`config.mk`:
```
export PLATFORM = sky130hd
export DESIGN_NAME = calendar_datetime_step_unit_flat
export DESIGN_NICKNAME = d
export VERILOG_FILES = /design/src/rtl/cdts_pkg.sv /design/src/rtl/cdts_req_if.sv /design/src/rtl/cdts_res_if.sv /design/src/rtl/calendar_datetime_step_unit.sv /design/src/flat_wrapper.sv
export SDC_FILE = /design/constraint.sdc
export NUM_CORES = 1
export LEC_CHECK = 0
export ABC_AREA = 1
export BUFFER_PORTS_ARGS = -buffer_cell sky130_fd_sc_hd__buf_2
export CORE_ASPECT_RATIO = 1.25
export CORE_MARGIN = 5
export CORE_UTILIZATION = 45
export CTS_BUF_LIST = sky130_fd_sc_hd__clkbuf_16
export CTS_CLUSTER_SIZE = 14
export DETAILED_ROUTE_END_ITERATION = 16
export SLEW_MARGIN = 20
export SYNTH_ARGS = -nofsm -noshare
export SYNTH_HDL_FRONTEND = slang
export SYNTH_SLANG_ARGS = --single-unit
```
`constraint.sdc`:
```
create_clock -name clk -period 8.35 [get_ports clk]
set_input_delay 0.4175 -clock clk [delete_from_list [all_inputs] [get_ports clk]]
set_output_delay 0.4175 -clock clk [all_outputs]
set_load 0.01 [all_outputs]
```
`src/rtl/cdts_pkg.sv`:
```
package cdts_pkg;

  // Step request units, coded in req_type[3:1]; req_type[0] selects backward
  typedef enum logic [2:0] {
    U_SEC   = 3'd0,
    U_MIN   = 3'd1,
    U_HOUR  = 3'd2,
    U_DAY   = 3'd3,
    U_MONTH = 3'd4,
    U_YEAR  = 3'd5
  } unit_t;

  // Result status codes
  typedef enum logic [1:0] {
    ST_OK         = 2'd0,
    ST_BAD_INPUT  = 2'd1,
    ST_YEAR_RANGE = 2'd2
  } status_t;

  // Field limits
  localparam logic [13:0] YEAR_MIN  = 14'd1;
  localparam logic [13:0] YEAR_MAX  = 14'd9999;
  localparam logic [3:0]  MONTH_JAN = 4'd1;
  localparam logic [3:0]  MONTH_FEB = 4'd2;
  localparam logic [3:0]  MONTH_APR = 4'd4;
  localparam logic [3:0]  MONTH_JUN = 4'd6;
  localparam logic [3:0]  MONTH_SEP = 4'd9;
  localparam logic [3:0]  MONTH_NOV = 4'd11;
  localparam logic [3:0]  MONTH_DEC = 4'd12;
  localparam logic [4:0]  DAY_FIRST = 5'd1;
  localparam logic [4:0]  HOUR_MAX  = 5'd23;
  localparam logic [5:0]  MIN_MAX   = 6'd59;
  localparam logic [5:0]  SEC_MAX   = 6'd59;

  // Divisibility by 25 via the modular inverse of 25 mod 2^14:
  // y % 25 == 0  <=>  (y * Inv25) mod 2^14 <= floor((2^14 - 1) / 25)
  localparam logic [13:0] INV25      = 14'd7209;
  localparam logic [13:0] DIV25_LIM  = 14'd655;

  // Input transaction payload
  typedef struct packed {
    logic [3:0]  req_type;
    logic [4:0]  in_day;
    logic [3:0]  in_month;
    logic [13:0] in_year;
    logic [4:0]  in_hours;
    logic [5:0]  in_minutes;
    logic [5:0]  in_seconds;
  } req_t;

  // Result transaction payload
  typedef struct packed {
    logic [4:0]  out_day;
    logic [3:0]  out_month;
    logic [13:0] out_year;
    logic [4:0]  out_hours;
    logic [5:0]  out_minutes;
    logic [5:0]  out_seconds;
    status_t     status;
  } res_t;

  // Gregorian leap year: divisible by 4, centuries only if divisible by 400
  function automatic logic is_leap(input logic [13:0] y);
    logic [13:0] low;
    logic        div25;
    low   = y * INV25;
    div25 = (low <= DIV25_LIM);
    return (y[1:0] == 2'b00) && (!div25 || (y[3:0] == 4'b0000));
  endfunction

  // Days in month; months outside 1..12 read as 31
  function automatic logic [4:0] month_len(input logic [3:0] m, input logic leap);
    logic [4:0] len;
    len = 5'd31;
    if (m == MONTH_APR || m == MONTH_JUN || m == MONTH_SEP || m == MONTH_NOV) begin
      len = 5'd30;
    end else if (m == MONTH_FEB) begin
      len = leap ? 5'd29 : 5'd28;
    end
    return len;
  endfunction

endpackage

```
`src/rtl/cdts_req_if.sv`:
```
interface cdts_req_if;
  logic            valid;
  logic            ready;
  cdts_pkg::req_t  data;

  modport source (output valid, output data, input ready);
  modport sink   (input valid, input data, output ready);
endinterface

```
`src/rtl/cdts_res_if.sv`:
```
interface cdts_res_if;
  logic            valid;
  logic            ready;
  cdts_pkg::res_t  data;

  modport source (output valid, output data, input ready);
  modport sink   (input valid, input data, output ready);
endinterface

```
`src/rtl/calendar_datetime_step_unit.sv`:
```
// Gregorian date/time stepper.
// req channel: a date, a time of day and a request to move it one second,
//   minute, hour, day, month or year forward or back (req_type = unit*2+dir).
// res channel: the adjusted date/time with carry/borrow through all fields,
//   day clamped to month end on month and year steps, plus a status:
//   ok, invalid input (input passed through) or year leaving 1..9999
//   (input passed through).
// Each transaction lands in an input register, the whole adjustment is
// computed between that register and the result register, which drives res.
// One transaction per cycle is taken while res does not stall; req.ready
// depends only on whether the input register is empty or can move into
// the result register.
// When res stalls, the result register holds and one more transaction can
// still be taken into the input register; req.ready drops only once both
// registers are full.
// Reset (rst, synchronous) empties both registers; no other state exists.
module calendar_datetime_step_unit (
  input logic       clk,
  input logic       rst,
  cdts_req_if.sink  req,
  cdts_res_if.source res
);
  import cdts_pkg::*;

  logic        s1_valid;
  req_t        s1_data;
  logic        res_valid;
  res_t        res_data;
  logic        s2_free;
  logic        s1_move;
  res_t        calc;

  logic [2:0]  unit;
  logic        back;
  logic [13:0] y;
  logic [13:0] ny;
  logic [3:0]  m;
  logic [4:0]  d;
  logic [4:0]  h;
  logic [5:0]  mi;
  logic [5:0]  s;
  logic        leap_y;
  logic        leap_ny;
  logic        in_ok;
  logic        step_s, step_mi, step_h, step_d, step_mo, step_y;
  logic        wrap_s, wrap_mi, wrap_h, wrap_d, wrap_mo;
  logic [5:0]  s_n;
  logic [5:0]  mi_n;
  logic [4:0]  h_n;
  logic [4:0]  d_n;
  logic [3:0]  mo_n;
  logic [4:0]  lim;
  logic        yr_bad;

  // Handshake: input register moves whenever the result register frees up
  assign s2_free   = !res_valid || res.ready;
  assign s1_move   = s1_valid && s2_free;
  assign req.ready = !s1_valid || s2_free;
  assign res.valid = res_valid;
  assign res.data  = res_data;

  // Input register
  always_ff @(posedge clk) begin
    if (rst) begin
      s1_valid <= 1'b0;
    end else if (req.ready) begin
      s1_valid <= req.valid;
    end
    if (req.valid && req.ready) begin
      s1_data <= req.data;
    end
  end

  // Calendar adjust
  always_comb begin
    unit = s1_data.req_type[3:1];
    back = s1_data.req_type[0];
    y    = s1_data.in_year;
    m    = s1_data.in_month;
    d    = s1_data.in_day;
    h    = s1_data.in_hours;
    mi   = s1_data.in_minutes;
    s    = s1_data.in_seconds;

    ny      = back ? (y - 14'd1) : (y + 14'd1);
    leap_y  = is_leap(y);
    leap_ny = is_leap(ny);

    in_ok = (y >= YEAR_MIN) && (y <= YEAR_MAX) &&
            (m >= MONTH_JAN) && (m <= MONTH_DEC) &&
            (d >= DAY_FIRST) && (d <= month_len(m, leap_y)) &&
            (h <= HOUR_MAX) && (mi <= MIN_MAX) && (s <= SEC_MAX);

    // carry/borrow chain, seconds up to years
    step_s  = (unit == U_SEC);
    wrap_s  = back ? (s == 6'd0) : (s == SEC_MAX);
    step_mi = (unit == U_MIN) || (step_s && wrap_s);
    wrap_mi = back ? (mi == 6'd0) : (mi == MIN_MAX);
    step_h  = (unit == U_HOUR) || (step_mi && wrap_mi);
    wrap_h  = back ? (h == 5'd0) : (h == HOUR_MAX);
    step_d  = (unit == U_DAY) || (step_h && wrap_h);
    wrap_d  = back ? (d == DAY_FIRST) : (d >= month_len(m, leap_y));
    step_mo = (unit == U_MONTH) || (step_d && wrap_d);
    wrap_mo = back ? (m == MONTH_JAN) : (m == MONTH_DEC);
    step_y  = (unit == U_YEAR) || (step_mo && wrap_mo);

    s_n  = !step_s  ? s  : (wrap_s  ? (back ? SEC_MAX  : 6'd0) :
                                      (back ? s - 6'd1  : s + 6'd1));
    mi_n = !step_mi ? mi : (wrap_mi ? (back ? MIN_MAX  : 6'd0) :
                                      (back ? mi - 6'd1 : mi + 6'd1));
    h_n  = !step_h  ? h  : (wrap_h  ? (back ? HOUR_MAX : 5'd0) :
                                      (back ? h - 5'd1  : h + 5'd1));
    mo_n = !step_mo ? m  : (wrap_mo ? (back ? MONTH_DEC : MONTH_JAN) :
                                      (back ? m - 4'd1  : m + 4'd1));

    // Day: a year change only lands in Jan or Dec except on a year step,
    // so the leap flag of the new year matters for year steps alone
    lim = month_len(mo_n, (unit == U_YEAR) ? leap_ny : leap_y);
    if (step_d) begin
      if (wrap_d) begin
        d_n = back ? lim : DAY_FIRST;
      end else begin
        d_n = back ? (d - 5'd1) : (d + 5'd1);
      end
    end else if (unit == U_MONTH || unit == U_YEAR) begin
      d_n = (d > lim) ? lim : d;
    end else begin
      d_n = d;
    end

    yr_bad = step_y && ((ny < YEAR_MIN) || (ny > YEAR_MAX));

    calc.out_day     = d;
    calc.out_month   = m;
    calc.out_year    = y;
    calc.out_hours   = h;
    calc.out_minutes = mi;
    calc.out_seconds = s;
    calc.status      = ST_OK;
    if (!in_ok) begin
      calc.status = ST_BAD_INPUT;
    end else if (yr_bad) begin
      calc.status = ST_YEAR_RANGE;
    end else begin
      calc.out_day     = d_n;
      calc.out_month   = mo_n;
      calc.out_year    = step_y ? ny : y;
      calc.out_hours   = h_n;
      calc.out_minutes = mi_n;
      calc.out_seconds = s_n;
    end
  end

  // Result register
  always_ff @(posedge clk) begin
    if (rst) begin
      res_valid <= 1'b0;
    end else if (s2_free) begin
      res_valid <= s1_valid;
    end
    if (s1_move) begin
      res_data <= calc;
    end
  end

  // Both stages full and output stalled: no new transaction may enter
  a_full_backpressure: assert property (@(posedge clk) disable iff (rst)
    (s1_valid && res_valid && !res.ready) |-> !req.ready)
    else $error("req accepted while both stages are full");

  // A held transaction in the input register is carried into the result
  a_stage_advance: assert property (@(posedge clk) disable iff (rst)
    s1_move |=> res_valid)
    else $error("input stage moved but result register is empty");

  // Good results stay within calendar ranges
  a_ok_range: assert property (@(posedge clk) disable iff (rst)
    (res_valid && res_data.status == ST_OK) |->
      (res_data.out_month >= MONTH_JAN && res_data.out_month <= MONTH_DEC &&
       res_data.out_day >= DAY_FIRST && res_data.out_hours <= HOUR_MAX &&
       res_data.out_minutes <= MIN_MAX && res_data.out_seconds <= SEC_MAX &&
       res_data.out_year >= YEAR_MIN && res_data.out_year <= YEAR_MAX))
    else $error("ok result with a field out of range");

  // Year overflow can only come from the first or the last year
  a_year_edge: assert property (@(posedge clk) disable iff (rst)
    (res_valid && res_data.status == ST_YEAR_RANGE) |->
      (res_data.out_year == YEAR_MIN || res_data.out_year == YEAR_MAX))
    else $error("year range status on an inner year");

endmodule
```
`src/flat_wrapper.sv`:
```
// flat-port wrapper written by rule: the top's interface ports become plain ports
module calendar_datetime_step_unit_flat import cdts_pkg::*;
  (clk, rst, req_valid, req_data, req_ready, res_valid, res_data, res_ready);
  cdts_req_if req_i ();
  cdts_res_if res_i ();
  input logic clk;
  input logic rst;
  input wire logic [$bits(req_i.valid)-1:0] req_valid;
  input wire logic [$bits(req_i.data)-1:0] req_data;
  output wire logic [$bits(req_i.ready)-1:0] req_ready;
  output wire logic [$bits(res_i.valid)-1:0] res_valid;
  output wire logic [$bits(res_i.data)-1:0] res_data;
  input wire logic [$bits(res_i.ready)-1:0] res_ready;
  assign req_i.valid = req_valid;
  assign req_i.data = req_data;
  assign req_ready = req_i.ready;
  assign res_valid = res_i.valid;
  assign res_data = res_i.data;
  assign res_i.ready = res_ready;
  calendar_datetime_step_unit u_core (.clk(clk), .rst(rst), .req(req_i), .res(res_i));
endmodule
```
==> flow_metrics.env <==
export IMPL_run_status="finished clean"
export IMPL_synth_area_top_cells="edfxtp_1, ha_1, nand2_1"
export IMPL_synth_top_area_cell="edfxtp_1"
export IMPL_layout_nets=1239
export IMPL_dr_first_iter_drc_count=222
export IMPL_switching_part_of_the_total_power_pct=39.0
export IMPL_fp_dieArea_mm2=0.0204
export IMPL_grt_met3_usage_pct=3.42
export IMPL_grt_pass1_vias=6464
export IMPL_maxSlewHeadroom_pct=35.3
export IMPL_fin_tns_setup_ns=0
export IMPL_post_synth_most_frequent_cells="nand2_1, inv_1, ha_1"
export IMPL_min_from="req_data[33]"
export IMPL_worst_path_max_fanout=11
export IMPL_post_cts_resized=0
export IMPL_rr_worst_depth=39
export IMPL_seq_area_mm2=0.00262
export IMPL_clkLatencyLatePin_ns=0.36
export IMPL_cts_htree_levels=3
export IMPL_internal_power_uw=1020
export IMPL_critPathRequiredTime_ns=8.47
export IMPL_filler_cell_count=1746
export IMPL_timing_critical_path_arrival_ns=6.95
export IMPL_cts_hold_repair_buffers=0
export IMPL_finish_instance_area_mm2=0.00892
export IMPL_synth_most_common_cell="nand2_1"
export IMPL_antenna_left=0
export IMPL_antenna_fix_cells=0
export IMPL_worst_slew_pin_slew_ns=0.968
export IMPL_ys_seq_area_share_pct=33.0
export IMPL_hold_worst_slack_ns=0.225
export IMPL_firstDrtPassIters=4
export IMPL_antenna_found_initial=2
export IMPL_ctsRootBufferMaster="clkbuf_16"
export IMPL_synth_edf_count=86
export IMPL_worst_r2r_setup_slack_ns=1.53
export IMPL_postSynth_asyncResetShare_pct=0
export IMPL_grt_first_pass_wirelength_um=30400
export IMPL_yosysUniqueCellTypes=44
export IMPL_mappedNetlistNets=1147
export IMPL_grtUsageMet1_pct=22.7
export IMPL_share_of_layout_cells_above_drive_strength_1_pct=13.9
export IMPL_final_skew_ns=0.0120
export IMPL_worstSetupPathType="flop to flop"
export IMPL_io_pins=92
export IMPL_netlist_area_mm2=0.00795
export IMPL_netSwitchingPower_uw=652
export IMPL_crit_path_top_delay_cell="edfxtp_1"
export IMPL_worst_setup_hold_path_clk_slew_ns=0.08
export IMPL_path_common_cell="nand2_1"
export IMPL_cp_start_kind="flop"
export IMPL_detail_route_wirelength_um=18300
export IMPL_slowest_stage_delay_cp_ns=0.59
export IMPL_gp_routability_congestion=0.875
export IMPL_globalRouteTotalUtil_pct=18.8
export IMPL_grt_setup_unrepaired="false"
export IMPL_cts_buffers=9
export IMPL_maxClockFrequency_mhz=147
export IMPL_routed_via_density=4.97
export IMPL_max_cap_violations=0
export IMPL_synth_top_cell_area_share_pct=32.5
export IMPL_worst_hold_path_num_cells=1
export IMPL_gr_total_overflow=0
export IMPL_clockBufferDepth=2
export IMPL_share_seq_of_total_power_pct=32.4
export IMPL_synth_avg_cell_area_um2=8.19
export IMPL_timing_hold_worst_endpoint="u_core.m[2]$_DFFE_PP_"
export IMPL_final_max_slew_violation_count=0
export IMPL_detail_route_wl_per_cell_um=14.1
export IMPL_fp_dieW_um=129
export IMPL_hp_class="input pin to flop"
export IMPL_instance_count_after_placement_with_tap_cells_included=1276
export IMPL_cts_tree="done"
export IMPL_post_layout_total_power_uw=1670
export IMPL_finalSetupViolations=0
export IMPL_capture_point_of_the_worst_reg_to_reg_path="u_core.res.data[37]$_DFFE_PP_"
export IMPL_total_leakage_power_uw=0.00451
export IMPL_synthesized_netlist_cell_count=971
export IMPL_num_rows=54
export IMPL_r2r_start="u_core.y[0]$_DFFE_PP_"
export IMPL_port_buffers=91
export IMPL_placed_area_mm2=0.00863
export IMPL_start_util_pct=45.6
export IMPL_cts_sink_count=88
export IMPL_multi_input_area_mm2=0.00458
export IMPL_grt_met2_usage_pct=33.3
export IMPL_share_clk_of_total_power_pct=24.0
export IMPL_timing_final_crit_share_pct=81.7
export IMPL_final_cells=1292
export IMPL_post_route_min_period_ns=6.82
export IMPL_route_vias_total=6419
export IMPL_layout_area_overhead_vs_synth_pct=12.2
export IMPL_timing_hold_violations_final=0
export IMPL_remaining_drc_errors=0
export IMPL_die_height_um=159
export IMPL_synth_warning_count=0
export IMPL_cp_endpoint_kind="flop"
export IMPL_grt_start_max_net_pins=45
export IMPL_power_density_mw_per_mm2=187
export IMPL_post_dp_hpwl_um=14600
export IMPL_power_ir_vdd_worst_uv=120
export IMPL_top_usage_layer="met2"
export IMPL_core_area_mm2=0.0174
export IMPL_post_cts_setup_buffer_count=0
export IMPL_yosys_most_used_dff="edfxtp_1"
export IMPL_share_comb_of_total_power_pct=43.6
export IMPL_register_bit_count_reported_by_yosys=88
-- worst max-delay path by stage --
stage | start | end | slack [ns] | depth (start not counted)
3_3_place_gp | u_core.y[0]$_DFFE_PP_ | u_core.res.data[37]$_DFFE_PP_ | 1.76 | 39
3_5_place_dp | u_core.y[0]$_DFFE_PP_ | u_core.res.data[37]$_DFFE_PP_ | 1.53 | 39
2_1_floorplan | u_core.y[0]$_DFFE_PP_ | u_core.res.data[37]$_DFFE_PP_ | 2.11 | 39
4_1_cts | u_core.y[0]$_DFFE_PP_ | u_core.res.data[37]$_DFFE_PP_ | 1.53 | 39
5_1_grt | u_core.y[0]$_DFFE_PP_ | u_core.res.data[37]$_DFFE_PP_ | 0.86 | 39
6_report | u_core.y[0]$_DFFE_PP_ | u_core.res.data[37]$_DFFE_PP_ | 1.53 | 39
-- per-stage QoR --
stage / setup WS [ns] / util [%]
finish: 1.53 / 51.1
CTS: 1.53 / 51.1
global route: 0.856 / 51.1
floorplan: 2.11 / -
detailed placement: 1.53 / 49.5
global placement: 1.76 / 49.5
-- cell usage in the layout, fill, tap and decap left out, types with 2 or more instances in the layout --
cell type / count
inv_1: 171
o21ai_1: 18
buf_4: 3
nand3_1: 61
nand4_1: 13
clkinvlp_4: 2
buf_2: 91
nor3_1: 10
ha_1: 103
a31oi_1: 3
o211ai_1: 4
inv_6: 3
nor2_1: 77
o21ai_0: 29
inv_2: 7
edfxtp_1: 86
o21a_1: 4
a21oi_1: 39
nand3_2: 2
fa_1: 25
nand2_2: 10
dfxtp_1: 2
o22ai_1: 2
or2_2: 8
nand3b_1: 2
nand2_4: 3
nand2_1: 215
xor2_1: 24
and2_1: 2
nor2_2: 3
a21o_1: 2
clkbuf_16: 9
o31ai_1: 5
xnor2_1: 16
-- cells by family (layout without fill, tap and decap cells) --
| family | after synthesis | in the layout | synth area share (%) |
|---|---|---|---|
| simple gates | 410 | 410 | 22.4 |
| buf+inv | 191 | 288 | 9.54 |
| fa+ha+maj | 128 | 128 | 22.5 |
| compound gates | 114 | 114 | 8.20 |
| flops | 88 | 88 | 33.0 |
| xor+xnor | 40 | 40 | 4.41 |
-- power by group through the flow --
stage          Combinational [uW]  Sequential, uW  Clock, uW
3_3_place_gp                  725             551          0
2_1_floorplan                 569             549          0
5_1_grt                       852             545        430
4_1_cts                       741             542        412
3_5_place_dp                  737             551          0
6_report                      729             542        401
-- worst max-delay path: cells and delay by family, from the launching register on --
family,cells,cell delay [ns]
AOI/OAI and AO/OA,6,0.77
adders and majority gates,8,2.92
buffers and inverters,6,0.40
DFF,1,0.59
and+or+nand+nor,19,1.92
-- routing by layer --
metal,routed length [um],vias up,share of wire [%]
li1,-,3350,-
met1,8000,2931,44
met2,9100,103,50
met3,699,31,3.8
met4,439,4,2.4
met5,38,-,0.21
-- state kept, by name, indices dropped and copies added, names as in the netlist, 3 cells and up --
signal           count
u_core.d             5
u_core.mi            6
u_core.y            14
u_core.s1_data       3
u_core.res.data     42
u_core.h             5
u_core.m             4
u_core.s             6
-- area by class of cell --
type | instances | share of cell area (%)
repair buffers | 94 | 5.36
inverters | 178 | 7.49
clock inverters | 7 | 0.702
flip-flops and latches | 88 | 29.4
clock buffers | 9 | 2.53
multi-input cells | 692 | 51.4
well taps | 224 | 3.14
Power figures use the tool's default switching activity.
